File: src/hdl/hkrc_pkg.sv
// ----------------------------------------------------------------------------
// hkrc_pkg
// Types, constants and helpers shared by the keyboard report composer.
// ----------------------------------------------------------------------------
`default_nettype none

package hkrc_pkg;

   localparam int CODE_W       = 8;
   localparam int REPORT_SLOTS = 6;

   typedef enum logic [1:0] {
      OP_PRESS   = 2'd0,
      OP_RELEASE = 2'd1,
      OP_ONESHOT = 2'd2,
      OP_TICK    = 2'd3
   } op_type;

   typedef enum logic [2:0] {
      ST_IDLE,
      ST_EXEC,
      ST_PACK,
      ST_EMIT,
      ST_RELEASE
   } state_type;

   typedef enum logic [1:0] {
      KCMD_HOLD,
      KCMD_PRESS,
      KCMD_RELEASE,
      KCMD_SHIFT
   } key_cmd_type;

   typedef struct packed {
      key_cmd_type         cmd;
      logic                insert_en;
      logic [CODE_W-1:0]   code;
   } key_ctrl_type;

   typedef struct packed {
      logic                load;
      logic                shift;
      logic [CODE_W-1:0]   code;
   } os_ctrl_type;

   function automatic logic is_modifier(input logic [CODE_W-1:0] code);
      return code[7:3] == 5'b11100;
   endfunction

   function automatic logic [CODE_W-1:0] mod_mask(input logic [CODE_W-1:0] code);
      logic [CODE_W-1:0] m;
      m = '0;
      if (is_modifier(code)) begin
         m[code[2:0]] = 1'b1;
      end
      return m;
   endfunction

endpackage

`default_nettype wire

File: src/hdl/hkrc_key_cell.sv
// ----------------------------------------------------------------------------
// hkrc_key_cell
// One key slot of the report: insert at first empty, clear on match, and
// pull from the right neighbor while packing.
// ----------------------------------------------------------------------------
`default_nettype none

module hkrc_key_cell
   import hkrc_pkg::*;
(
   input  wire logic               clock,
   input  wire logic               reset,
   input  wire key_ctrl_type       ctrl,
   input  wire logic               empty_before_in,
   input  wire logic [CODE_W-1:0]  right_slot,
   output logic [CODE_W-1:0]       slot,
   output logic                    empty_before_out,
   output logic                    match,
   output logic                    gap
);

   logic [CODE_W-1:0] slot_ff, slot_in;
   logic              empty;

   assign empty            = (slot_ff == '0);
   assign empty_before_out = empty_before_in | empty;
   assign match            = !empty && (slot_ff == ctrl.code);
   assign gap              = empty_before_in && !empty;
   assign slot             = slot_ff;

   always_comb begin
      slot_in = slot_ff;
      case (ctrl.cmd)
         KCMD_PRESS: begin
            if (ctrl.insert_en && empty && !empty_before_in) begin
               slot_in = ctrl.code;
            end
         end
         KCMD_RELEASE: begin
            if (match) begin
               slot_in = '0;
            end
         end
         KCMD_SHIFT: begin
            if (empty_before_out) begin
               slot_in = right_slot;
            end
         end
         default: begin
            slot_in = slot_ff;
         end
      endcase
   end

   always_ff @(posedge clock) begin
      if (reset) begin
         slot_ff <= '0;
      end else begin
         slot_ff <= slot_in;
      end
   end

endmodule

`default_nettype wire

File: src/hdl/hkrc_os_cell.sv
// ----------------------------------------------------------------------------
// hkrc_os_cell
// One entry of the one-shot log; loads when selected, shifts toward the head.
// ----------------------------------------------------------------------------
`default_nettype none

module hkrc_os_cell
   import hkrc_pkg::*;
(
   input  wire logic               clock,
   input  wire logic               reset,
   input  wire os_ctrl_type        ctrl,
   input  wire logic               wr_sel,
   input  wire logic [CODE_W-1:0]  right_entry,
   output logic [CODE_W-1:0]       entry
);

   logic [CODE_W-1:0] entry_ff, entry_in;

   assign entry = entry_ff;

   always_comb begin
      entry_in = entry_ff;
      if (ctrl.shift) begin
         entry_in = right_entry;
      end else if (ctrl.load && wr_sel) begin
         entry_in = ctrl.code;
      end
   end

   always_ff @(posedge clock) begin
      if (reset) begin
         entry_ff <= '0;
      end else begin
         entry_ff <= entry_in;
      end
   end

endmodule

`default_nettype wire

File: src/hdl/hid_keyboard_report_composer.sv
// ----------------------------------------------------------------------------
// hid_keyboard_report_composer
// Boot keyboard report builder: modifier byte, a row of key slot cells and a
// row of one-shot log cells, driven by a small sequencer.
//
//   channel | direction | handshake           | payload
//   req     | in        | req_valid/req_stall | opcode, key_code, host_ready
//   rsp     | out       | rsp_valid/rsp_stall | modifier_bits, slot_0..slot_5
//
// press, release and one-shot are applied in the execute step, and a tick without
// change returns to idle from there; a tick with change then packs the slots
// (one gap closed per cycle), loads the report if the host is ready and
// releases each logged one-shot code in turn
// reset clears all slots, the log, the modifier byte and the changed flag
// a stalled report holds the sequencer in its load step only
// ----------------------------------------------------------------------------
`default_nettype none

module hid_keyboard_report_composer
   import hkrc_pkg::*;
#(
   parameter int KEY_SLOTS     = 6,
   parameter int ONESHOT_DEPTH = 14
) (
   input  wire logic         clock,
   input  wire logic         reset,
   input  wire logic         req_valid,
   output logic              req_stall,
   input  wire logic [1:0]   req_opcode,
   input  wire logic [7:0]   req_key_code,
   input  wire logic         req_host_ready,
   output logic              rsp_valid,
   input  wire logic         rsp_stall,
   output logic [7:0]        rsp_modifier_bits,
   output logic [7:0]        rsp_slot_0,
   output logic [7:0]        rsp_slot_1,
   output logic [7:0]        rsp_slot_2,
   output logic [7:0]        rsp_slot_3,
   output logic [7:0]        rsp_slot_4,
   output logic [7:0]        rsp_slot_5
);

   localparam int CNT_W = $clog2(ONESHOT_DEPTH + 1);

   state_type          state_ff, state_in;
   op_type             op_ff;
   logic [CODE_W-1:0]  code_ff;
   logic               ready_ff;
   logic [CODE_W-1:0]  mod_ff, mod_in;
   logic               flag_ff, flag_in;
   logic [CNT_W-1:0]   count_ff, count_in;
   logic               rsp_valid_ff;
   logic [CODE_W-1:0]  rsp_mod_ff;
   logic [CODE_W-1:0]  rsp_slot_ff [REPORT_SLOTS];

   key_ctrl_type       key_ctrl;
   os_ctrl_type        os_ctrl;
   logic               emit_load;

   logic [CODE_W-1:0]  slot_w  [KEY_SLOTS];
   logic [KEY_SLOTS:0] empty_chain;
   logic [KEY_SLOTS-1:0] match_w, gap_w;
   logic [CODE_W-1:0]  entry_w [ONESHOT_DEPTH];

   logic [CODE_W-1:0]  code_sel, m_sel;
   logic               is_mod, any_match, any_empty, any_gap;
   logic               press_chg, rel_chg, log_room;

   // key slot row
   assign empty_chain[0] = 1'b0;
   for (genvar i = 0; i < KEY_SLOTS; i++) begin : g_key
      logic [CODE_W-1:0] right;
      if (i == KEY_SLOTS - 1) begin : g_last
         assign right = '0;
      end else begin : g_mid
         assign right = slot_w[i+1];
      end
      hkrc_key_cell u_cell (
         .clock            (clock),
         .reset            (reset),
         .ctrl             (key_ctrl),
         .empty_before_in  (empty_chain[i]),
         .right_slot       (right),
         .slot             (slot_w[i]),
         .empty_before_out (empty_chain[i+1]),
         .match            (match_w[i]),
         .gap              (gap_w[i])
      );
   end

   // one-shot log row
   for (genvar j = 0; j < ONESHOT_DEPTH; j++) begin : g_os
      logic [CODE_W-1:0] right;
      if (j == ONESHOT_DEPTH - 1) begin : g_last
         assign right = '0;
      end else begin : g_mid
         assign right = entry_w[j+1];
      end
      hkrc_os_cell u_cell (
         .clock       (clock),
         .reset       (reset),
         .ctrl        (os_ctrl),
         .wr_sel      (count_ff == CNT_W'(j)),
         .right_entry (right),
         .entry       (entry_w[j])
      );
   end

   assign code_sel  = (state_ff == ST_RELEASE) ? entry_w[0] : code_ff;
   assign is_mod    = is_modifier(code_sel);
   assign m_sel     = mod_mask(code_sel);
   assign any_match = |match_w;
   assign any_empty = empty_chain[KEY_SLOTS];
   assign any_gap   = |gap_w;
   assign log_room  = (count_ff < CNT_W'(ONESHOT_DEPTH));
   assign press_chg = is_mod ? ((mod_ff & m_sel) == '0)
                             : ((code_sel != '0) && !any_match && any_empty);
   assign rel_chg   = is_mod ? ((mod_ff & m_sel) != '0) : any_match;

   // next state
   always_comb begin
      state_in = state_ff;
      case (state_ff)
         ST_IDLE: begin
            if (req_valid) begin
               state_in = ST_EXEC;
            end
         end
         ST_EXEC: begin
            if (op_ff == OP_TICK && flag_ff) begin
               state_in = ST_PACK;
            end else begin
               state_in = ST_IDLE;
            end
         end
         ST_PACK: begin
            if (!any_gap) begin
               state_in = ready_ff ? ST_EMIT : ST_IDLE;
            end
         end
         ST_EMIT: begin
            if (!rsp_valid_ff || !rsp_stall) begin
               state_in = (count_ff != '0) ? ST_RELEASE : ST_IDLE;
            end
         end
         ST_RELEASE: begin
            if (count_ff <= CNT_W'(1)) begin
               state_in = ST_IDLE;
            end
         end
         default: begin
            state_in = ST_IDLE;
         end
      endcase
   end

   // sequencer outputs
   always_comb begin
      key_ctrl.cmd       = KCMD_HOLD;
      key_ctrl.insert_en = !is_mod && (code_sel != '0) && !any_match;
      key_ctrl.code      = code_sel;
      os_ctrl.load       = 1'b0;
      os_ctrl.shift      = 1'b0;
      os_ctrl.code       = code_ff;
      emit_load          = 1'b0;
      case (state_ff)
         ST_EXEC: begin
            case (op_ff)
               OP_PRESS: begin
                  key_ctrl.cmd = KCMD_PRESS;
               end
               OP_RELEASE: begin
                  key_ctrl.cmd = KCMD_RELEASE;
               end
               OP_ONESHOT: begin
                  if (log_room) begin
                     key_ctrl.cmd = KCMD_PRESS;
                     os_ctrl.load = press_chg;
                  end
               end
               default: begin
                  key_ctrl.cmd = KCMD_HOLD;
               end
            endcase
         end
         ST_PACK: begin
            if (any_gap) begin
               key_ctrl.cmd = KCMD_SHIFT;
            end
         end
         ST_EMIT: begin
            emit_load = !rsp_valid_ff || !rsp_stall;
         end
         ST_RELEASE: begin
            key_ctrl.cmd  = KCMD_RELEASE;
            os_ctrl.shift = 1'b1;
         end
         default: begin
            key_ctrl.cmd = KCMD_HOLD;
         end
      endcase
   end

   // modifier byte, changed flag, log count
   always_comb begin
      mod_in   = mod_ff;
      flag_in  = flag_ff;
      count_in = count_ff;
      case (state_ff)
         ST_EXEC: begin
            case (op_ff)
               OP_PRESS: begin
                  mod_in  = mod_ff | m_sel;
                  flag_in = flag_ff | press_chg;
               end
               OP_RELEASE: begin
                  mod_in  = mod_ff & ~m_sel;
                  flag_in = flag_ff | rel_chg;
               end
               OP_ONESHOT: begin
                  if (log_room) begin
                     mod_in = mod_ff | m_sel;
                     if (press_chg) begin
                        flag_in  = 1'b1;
                        count_in = count_ff + CNT_W'(1);
                     end
                  end
               end
               default: begin
                  mod_in = mod_ff;
               end
            endcase
         end
         ST_EMIT: begin
            if (emit_load) begin
               flag_in = 1'b0;
            end
         end
         ST_RELEASE: begin
            mod_in   = mod_ff & ~m_sel;
            flag_in  = flag_ff | rel_chg;
            count_in = count_ff - CNT_W'(1);
         end
         default: begin
            mod_in = mod_ff;
         end
      endcase
   end

   always_ff @(posedge clock) begin
      if (reset) begin
         state_ff     <= ST_IDLE;
         mod_ff       <= '0;
         flag_ff      <= 1'b0;
         count_ff     <= '0;
         rsp_valid_ff <= 1'b0;
      end else begin
         state_ff <= state_in;
         mod_ff   <= mod_in;
         flag_ff  <= flag_in;
         count_ff <= count_in;
         if (emit_load) begin
            rsp_valid_ff <= 1'b1;
         end else if (!rsp_stall) begin
            rsp_valid_ff <= 1'b0;
         end
      end
   end

   always_ff @(posedge clock) begin
      if (state_ff == ST_IDLE && req_valid) begin
         op_ff    <= op_type'(req_opcode);
         code_ff  <= req_key_code;
         ready_ff <= req_host_ready;
      end
      if (emit_load) begin
         rsp_mod_ff <= mod_ff;
      end
   end

   for (genvar k = 0; k < REPORT_SLOTS; k++) begin : g_rsp
      if (k < KEY_SLOTS) begin : g_slot
         always_ff @(posedge clock) begin
            if (emit_load) begin
               rsp_slot_ff[k] <= slot_w[k];
            end
         end
      end else begin : g_pad
         always_ff @(posedge clock) begin
            if (emit_load) begin
               rsp_slot_ff[k] <= '0;
            end
         end
      end
   end

   assign req_stall         = (state_ff != ST_IDLE);
   assign rsp_valid         = rsp_valid_ff;
   assign rsp_modifier_bits = rsp_mod_ff;
   assign rsp_slot_0        = rsp_slot_ff[0];
   assign rsp_slot_1        = rsp_slot_ff[1];
   assign rsp_slot_2        = rsp_slot_ff[2];
   assign rsp_slot_3        = rsp_slot_ff[3];
   assign rsp_slot_4        = rsp_slot_ff[4];
   assign rsp_slot_5        = rsp_slot_ff[5];

`ifndef SYNTH
   a_count_bound: assert property (@(posedge clock) disable iff (reset)
      count_ff <= CNT_W'(ONESHOT_DEPTH))
      else $error("one-shot count beyond depth");

   a_emit_clears_flag: assert property (@(posedge clock) disable iff (reset)
      emit_load |=> !flag_ff)
      else $error("changed flag not cleared on report");

   a_valid_from_emit: assert property (@(posedge clock) disable iff (reset)
      $rose(rsp_valid_ff) |-> $past(state_ff == ST_EMIT))
      else $error("report raised outside load step");
`endif

endmodule

`default_nettype wire
File: config.mk
export PLATFORM = sky130hd
export DESIGN_NAME = hid_keyboard_report_composer
export DESIGN_NICKNAME = d
export VERILOG_FILES = /design/src/hdl/hkrc_pkg.sv /design/src/hdl/hkrc_key_cell.sv /design/src/hdl/hkrc_os_cell.sv /design/src/hdl/hid_keyboard_report_composer.sv
export SDC_FILE = /design/constraint.sdc
export NUM_CORES = 1
export LEC_CHECK = 0
export BUFFER_PORTS_ARGS = -buffer_cell sky130_fd_sc_hd__clkbuf_2
export CAP_MARGIN = 10
export CORE_MARGIN = 3
export CORE_UTILIZATION = 55
export CTS_CLUSTER_SIZE = 14
export DETAILED_ROUTE_END_ITERATION = 10
export PLACE_DENSITY = 0.73
export SLEW_MARGIN = 20
export SYNTH_ARGS = -nofsm -noshare
export SYNTH_HDL_FRONTEND = slang
export SYNTH_SLANG_ARGS = --single-unit
File: constraint.sdc
create_clock -name clock -period 5.1 [get_ports clock]
set_input_delay 1.02 -clock clock [delete_from_list [all_inputs] [get_ports clock]]
set_output_delay 1.02 -clock clock [all_outputs]
set_load 0.01 [all_outputs]
Yosys cells after proc, flatten, opt, wreduce, memory -nomap -nowiden
Memory sizes are Yosys's and may differ from the RTL's.
Cells that the tools add are included.
Widths: inputs -> output; s select.
{ "op_classes": {"addsub": 2, "multipliers": 0, "div_mod_pow": 0, "n_lt_le_gt_ge": 4, "n_eq_ne": 60, "shift": 0, "muxes": 89, "n_bitwise": 11, "reduce_logical": 101} }
{ "ops": {"columns": ["operator", "count"], "rows": [
  ["$mux 8", 47],
  ["$pmux 8 s3", 7],
  ["$logic_not 8->1", 7],
  ["$eq 8x8->1", 6],
  ["$logic_and 1x1->1", 43],
  ["$ne 2x1->1 const B", 19],
  ["$reduce_and 4->1", 8],
  ["$reduce_bool 2->1", 14],
  ["$eq 4x4->1 const B", 6],
  ["$and 8x8->8", 2],
  ["$eq 4x3->1 const B", 4],
  ["$mux 1", 16],
  ["$ne 2x2->1 const B", 8],
  ["$pmux 8 s2", 1],
  ["$reduce_bool 8->1", 2],
  ["$mux 3", 5],
  ["$pmux 3 s5", 1],
  ["$logic_not 1->1", 14],
  ["$mux 4", 3],
  ["$pmux 2 s3", 2],
  ["$reduce_bool 3->1", 3],
  ["$eq 2x2->1 const B", 4],
  ["$eq 4x2->1 const B", 2],
  ["$not 8->8", 1],
  ["other kinds (30)", 42]
]} }
{ "totals": {"ff_bits": 196, "latchBits": 0, "ramBits": 48, "mem_bits_ro": 0, "inputBits": 15, "output_inout_bits": 58, "wordCells": 297, "mem_count": 1} }
{ "memory_table": {"columns": ["memory", "words", "word_bits", "rd", "rd_ports_with_merged_regs", "wr", "line_no", "source"], "rows": [
  ["rsp_slot_ff", 6, 8, 6, 0, 6, "hid_keyboard_report_composer.sv:54", "logic [CODE_W-1:0] rsp_slot_ff [REPORT_SLOTS];"]
]} }

Logic depth before layout (Yosys ltp)
{ "logic_depth": {"depth_word": 16, "depth_mapped": 15, "mapped_depth_nobuf": 9} }

By module
A second synthesis with hierarchy kept.
{ "unflattened": {"cells_unflattened": 1545, "area_unflattened_um2": 15288.4} }
{ "modules_own_cells": {"columns": ["module", "n_inst", "cells_per_inst", "area_per_inst_um2", "seq_area_each_um2"], "rows": [
  ["hkrc_os_cell", 14, 44, 478.0, 160.2],
  ["hkrc_key_cell at g_key[1].u_cell ...", 5, 105, 798.3, 160.2],
  ["hid_keyboard_report_composer", 1, 302, 3788.6, 2352.3],
  ["hkrc_key_cell at g_key[0].u_cell", 1, 102, 817.0, 160.2]
]} }

Least setup slack after synthesis
OpenSTA, ideal clock, no wires.
{ "synth_path": {"kind": "input to register", "startpoint": "in rsp_stall", "endpoint": "reg rsp_mod_ff[0], in the netlist rsp_modifier_bits[0], enable pin", "setup_time_ps": 488, "arrival_time_ps": 3769, "t_required_ps": 4612, "setup_slack_ps": 842, "cell_stages": 1, "path_buffers": 0, "path_cell_list": "a21oi_1"} }
{ "synth_via": {"elab_chain_len": 3} }
{ "synth_lines": {"columns": ["element", "line_no", "source"], "rows": [
  ["start, declared", "hid_keyboard_report_composer.sv:33", "input wire logic rsp_stall,"],
  ["$logic_not 1->1", null, null],
  ["$logic_or 1x1->1", "hid_keyboard_report_composer.sv:192", "emit_load = !rsp_valid_ff || !rsp_stall;"],
  ["$mux 1", "hid_keyboard_report_composer.sv:166", "case (state_ff)"],
  ["end signal, assigned", "hid_keyboard_report_composer.sv:277", "rsp_mod_ff <= mod_ff;"],
  ["end, declared", "hid_keyboard_report_composer.sv:53", "logic [CODE_W-1:0] rsp_mod_ff;"]
]} }
Every way passes these cells.
A chain may end at the register's enable or synchronous reset.

Worst setup path after layout
{ "layout_path": {"startpoint": "reg state_ff[2]", "endpoint": "reg g_os[4].u_cell.entry_ff[5]"} }
{ "layout_via": {"elab_chain_len": 15, "elab_cells_between_ends": 37, "classes_between": "order compare (2); eq/ne (9); mux (10); bitwise (1); reduce/logical (15)"} }
{ "layout_lines": {"columns": ["element", "line_no", "source"], "rows": [
  ["start, declared", "hid_keyboard_report_composer.sv:45", "state_type state_ff, state_in;"],
  ["start signal, assigned", "hid_keyboard_report_composer.sv:258", "state_ff <= state_in;"],
  ["$eq 3x3->1", "hid_keyboard_report_composer.sv:109, hid_keyboard_report_composer.sv:166", null],
  ["$mux 8", "hid_keyboard_report_composer.sv:109", "assign code_sel = (state_ff == ST_RELEASE) ? entry_w[0] : code_ff;"],
  ["$lt 3x4->1 (implied by the code) or $ge 3x1->1 (tied branches)", "hkrc_pkg.sv:54", "m[code[2:0]] = 1'b1;"],
  ["$logic_and 1x1->1 (implied by the code)", "hkrc_pkg.sv:54", null],
  ["$mux 1 (implied by the code)", "hkrc_pkg.sv:54", null],
  ["$demux 1 s3", "hkrc_pkg.sv:54", null],
  ["$mux 8", "hkrc_pkg.sv:53", "if (is_modifier(code)) begin"],
  ["$and 8x8->8", "hid_keyboard_report_composer.sv:116", "assign press_chg = is_mod ? ((mod_ff & m_sel) == '0)"],
  ["$logic_not 8->1", "hid_keyboard_report_composer.sv:116", null],
  ["$mux 1", "hid_keyboard_report_composer.sv:116", null],
  ["$mux 1", "hid_keyboard_report_composer.sv:176", "if (log_room) begin"],
  ["$mux 1", "hid_keyboard_report_composer.sv:168", "case (op_ff)"],
  ["$mux 1", "hid_keyboard_report_composer.sv:166", null],
  ["$logic_and 1x1->1", "hkrc_os_cell.sv:26", "end else if (ctrl.load && wr_sel) begin"],
  ["$reduce_bool 2->1 (no source line)", null, null],
  ["end signal, assigned", "hkrc_os_cell.sv:35", "entry_ff <= entry_in;"],
  ["end, declared", "hkrc_os_cell.sv:18", "logic [CODE_W-1:0] entry_ff, entry_in;"]
]} }
Parallel ways exist; a longest one is shown, timed or not.

==> impl_metrics.prom <==
# TYPE chip_impl_metric gauge
chip_impl_metric{name="htreeDepth",unit=""} 1
chip_impl_metric{name="vias_per_cell",unit=""} 6.49
chip_impl_metric{name="post-dp-hpwl",unit="µm"} 20700
chip_impl_info{name="post_synth_main_area_contributors",value="dfxtp_1, edfxtp_1, a211oi_1"} 1
chip_impl_metric{name="boundaryPins",unit=""} 73
chip_impl_info{name="crit-reg2reg-capture",value="g_os[4].u_cell.entry[5]"} 1
chip_impl_metric{name="async_flop_share",unit="%"} 0
chip_impl_metric{name="core_region_area",unit="mm²"} 0.0213
chip_impl_info{name="timing.critical_path.cells",value="nor3b_4 > buf_4 > mux2i_4 > xnor2_1 > nor2_1 > a31oi_4 > nand3_4 > o32a_2 > nor3_1 > a2111oi_0"} 1
chip_impl_metric{name="max_freq",unit="MHz"} 211
chip_impl_metric{name="p_per_area",unit="mW/mm²"} 529
chip_impl_metric{name="post_cts_buffers",unit=""} 0
chip_impl_metric{name="via_count_of_the_first_global_routing_pass",unit=""} 9539
chip_impl_metric{name="skew",unit="ns"} 0.0173
chip_impl_metric{name="start_util",unit="%"} 56.5
chip_impl_metric{name="grt_overflow",unit=""} 0
chip_impl_info{name="ys_top_cells_by_count",value="dfxtp_1, nor2_1, a211oi_1, a21oi_1"} 1
chip_impl_metric{name="die_ht",unit="µm"} 154
chip_impl_metric{name="fin_setup_tns",unit="ns"} 0
chip_impl_info{name="rsz0062_at_grt",value="no"} 1
chip_impl_metric{name="drv_cap",unit=""} 0
chip_impl_info{name="critical_path_class",value="register to register"} 1
chip_impl_metric{name="leakage",unit="µW"} 0.00482
chip_impl_info{name="hold_path.class",value="register to register"} 1
chip_impl_metric{name="synthCells",unit=""} 1233
chip_impl_metric{name="post_synth_num_cell_types",unit=""} 68
chip_impl_metric{name="port_buffers",unit=""} 72
chip_impl_info{name="status",value="complete, no violations"} 1
chip_impl_metric{name="first_iter_violations",unit=""} 1108
chip_impl_metric{name="antenna_left",unit=""} 0
chip_impl_metric{name="iteration_count_of_the_initial_detailed_routing_pass",unit=""} 5
chip_impl_metric{name="timing.max_slew.rel_slack",unit="%"} 24.9
chip_impl_metric{name="finalNetCount",unit=""} 1278
chip_impl_metric{name="rr_worst_depth",unit=""} 10
chip_impl_info{name="capturing_element_type_of_the_critical_path",value="register"} 1
chip_impl_metric{name="worst_hold_slack",unit="ns"} 0.481
chip_impl_metric{name="grt_pass1_wl",unit="µm"} 52400
chip_impl_metric{name="post_cts.resized_instances",unit=""} 0
chip_impl_metric{name="fin_cells",unit=""} 1548
chip_impl_metric{name="timing.hold.worst_path_depth",unit=""} 2
chip_impl_metric{name="clk_pin_slew",unit="ns"} 0.07
chip_impl_metric{name="placed_cell_count",unit=""} 1500
chip_impl_info{name="clock_tree.root_cell",value="clkbuf_16"} 1
chip_impl_metric{name="wl_per_cell",unit="µm"} 20.9
chip_impl_info{name="ys_dominant_reg_cell",value="dfxtp_1"} 1
chip_impl_metric{name="finalWirelength",unit="µm"} 32400
chip_impl_metric{name="areaGrowthSynthToFinish",unit="%"} 10.4
chip_impl_metric{name="drive_gt1_share",unit="%"} 16.5
chip_impl_metric{name="critical_path.max_fanout",unit=""} 25
chip_impl_metric{name="num_antenna_cells",unit=""} 0
chip_impl_metric{name="detail_route.drc_violations",unit=""} 0
chip_impl_metric{name="synth.yosys.warnings",unit=""} 0
chip_impl_metric{name="global_route.usage.total",unit="%"} 26.6
chip_impl_metric{name="rrSetupSlack",unit="ns"} 0.36
chip_impl_metric{name="setup-violations-final",unit=""} 0
chip_impl_metric{name="critical_path.n_buffers_inverters",unit=""} 1
chip_impl_metric{name="postCtsHoldBufs",unit=""} 0
chip_impl_info{name="r2r_start",value="state_ff[2]"} 1
chip_impl_metric{name="synth_top_cell_area_share",unit="%"} 29.5
chip_impl_metric{name="clkLatencyLatePin",unit="ns"} 0.54
chip_impl_metric{name="die-area",unit="mm²"} 0.0237
chip_impl_metric{name="drv_slew",unit=""} 0
chip_impl_metric{name="final_min_period_over_clock_period",unit="%"} 92.9
chip_impl_metric{name="critical-path-max-stage-delay",unit="ns"} 0.74
chip_impl_metric{name="synth.yosys.seq_area_share",unit="%"} 46.2
chip_impl_metric{name="critical_path_at",unit="ns"} 5.07
chip_impl_metric{name="worstPathRequired",unit="ns"} 5.44
chip_impl_metric{name="layout.filler_cells",unit=""} 1749
chip_impl_metric{name="synth_seq_cells",unit=""} 244
chip_impl_metric{name="routabilityCongestion",unit=""} 0.936
chip_impl_metric{name="final.min_clock_period",unit="ns"} 4.74
chip_impl_metric{name="timing.final.hold_violations",unit=""} 0
chip_impl_metric{name="postSynthNetCount",unit=""} 1258
chip_impl_info{name="holdCritStartpoint",value="g_os[13].u_cell.entry[1]"} 1
chip_impl_metric{name="clock_tree.buffer_depth",unit=""} 3
chip_impl_metric{name="number_of_synthesized_flops_with_an_enable_pin",unit=""} 67
chip_impl_info{name="min_to",value="g_os[13].u_cell.entry[1]"} 1
chip_impl_info{name="start_kind",value="register"} 1
chip_impl_info{name="post-synth-top-count-cell",value="dfxtp_1"} 1
chip_impl_metric{name="rows",unit=""} 53
chip_impl_metric{name="worst-slew-pin-transition",unit="ns"} 1.12
chip_impl_info{name="critical-path-top-delay-family",value="simple AND/OR/NAND/NOR gates"} 1
chip_impl_metric{name="num_clock_sinks",unit=""} 244
chip_impl_info{name="tritoncts",value="built"} 1
chip_impl_metric{name="grt_max_degree",unit=""} 140
chip_impl_metric{name="synth.avg_cell_area",unit="µm²"} 9.76
chip_impl_metric{name="antenna_found_initial",unit=""} 0
chip_impl_metric{name="syn-cell-area",unit="mm²"} 0.0120
chip_impl_info{name="synth_top_cell_by_area",value="dfxtp_1"} 1
chip_impl_metric{name="peakVddDrop",unit="mV"} 0.264
chip_impl_metric{name="detailroute.via_count",unit=""} 10000
chip_impl_metric{name="die_w",unit="µm"} 154
chip_impl_info{name="critPathSlowestCell",value="nor3_1"} 1
chip_impl_metric{name="inserted_clock_buffers",unit=""} 26
==> area by class of cell <==
class	count	area, µm²	area share [%]
multi-input cells	873	5950	44.8
flip-flops and latches	244	5560	41.8
clock buffers	29	683	5.14
repair buffers	94	544	4.10
well taps	275	344	2.59
clock inverters	19	150	1.13
inverters	14	52.6	0.396
==> registers in the layout, indices dropped and copies added (netlist names), named ones only <==
signal             cells
count_ff               4
code_ff                8
state_ff               3
g_key.u_cell.slot     48
rsp_modifier_bits      8
rsp_valid              1
rsp_slot_ff           48
g_os.u_cell.entry    112
op_ff                  2
ready_ff               1
flag_ff                1
==> kinds of logic (layout without fill, tap and decap cells) <==
family | count (synthesis) | in the layout | synth area share (%)
compound gates | 356 | 356 | 22.2
xor+xnor | 43 | 43 | 3.19
fa+ha+maj | 10 | 10 | 1.04
buf+inv | 116 | 156 | 4.76
flops | 244 | 244 | 46.2
mux | 62 | 62 | 6.44
simple gates | 402 | 402 | 16.2
==> power breakdown <==
group	switching (µW)	leakage [µW]	internal, µW	total, µW
sequential	344	0.00205	2290	2630
clock	800	0.000407	1070	1870
combinational	1560	0.00235	968	2530
==> cells in the final DEF (no fill, tap or decap), drive strengths merged, types with 3 or more instances in the layout <==
cell type	netlist	final
a2111oi	88	88
a211o	3	3
a211oi	125	125
a21o	11	11
a21oi	75	75
a22oi	3	3
a41oi	3	3
and2	9	9
buf	30	23
clkbuf	72	100
clkinv	0	13
clkinvlp	0	3
dfxtp	177	177
edfxtp	67	67
ha	10	10
inv	14	15
mux2	36	36
mux2i	26	26
nand2	43	43
nand2b	11	11
nand3	26	26
nand3b	4	4
nand4	6	6
nor2	175	175
nor2b	45	45
nor3	43	43
nor4	16	16
o21ai	20	20
o22ai	12	12
or3	12	12
or4	3	3
xnor2	40	40
xor2	3	3
==> worst max path at each step <==
stage	startpoint	endpoint	slack, ns	cells after the start
2_1_floorplan	rsp_stall	rsp_modifier_bits[0]	0.84	1
3_3_place_gp	state_ff[2]	g_os[4].u_cell.entry[4]	0.64	10
6_report	state_ff[2]	g_os[4].u_cell.entry[5]	0.36	10
4_1_cts	state_ff[2]	g_os[4].u_cell.entry[5]	0.41	10
5_1_grt	state_ff[2]	g_os[4].u_cell.entry[5]	0.05	10
3_5_place_dp	state_ff[2]	g_os[11].u_cell.entry[6]	0.49	10
==> per-layer routing <==
metal / routed length, µm / up-vias / track usage, % / share of wire (%)
met5: 0 / - / 0 / 0
met4: 806 / 0 / 8.54 / 2.5
met3: 2450 / 68 / 3.83 / 7.6
met2: 14600 / 429 / 40.2 / 45
met1: 14600 / 4852 / 39.4 / 45
li1: - / 4690 / - / -
==> tightest hold or removal path: cells and delay by family (launching register included) <==
kind	cells	cell delay, ns
AO/OA/AOI/OAI	2	0.13
flip-flops	1	0.31
==> through the flow <==
step | utilization, % | instance area, µm² | setup slack, ns | power [µW]
3_5_place_dp | 58.5 | 12400 | 0.488 | 5120
5_1_grt | 62.4 | 13300 | 0.0529 | 7390
4_1_cts | 62.4 | 13300 | 0.407 | 6990
3_3_place_gp | 58.4 | 12400 | 0.636 | 5070
6_report | 62.4 | 13300 | 0.364 | 7020
2_1_floorplan | - | 12000 | 0.842 | 4510
(Power assumes the default switching activity.)
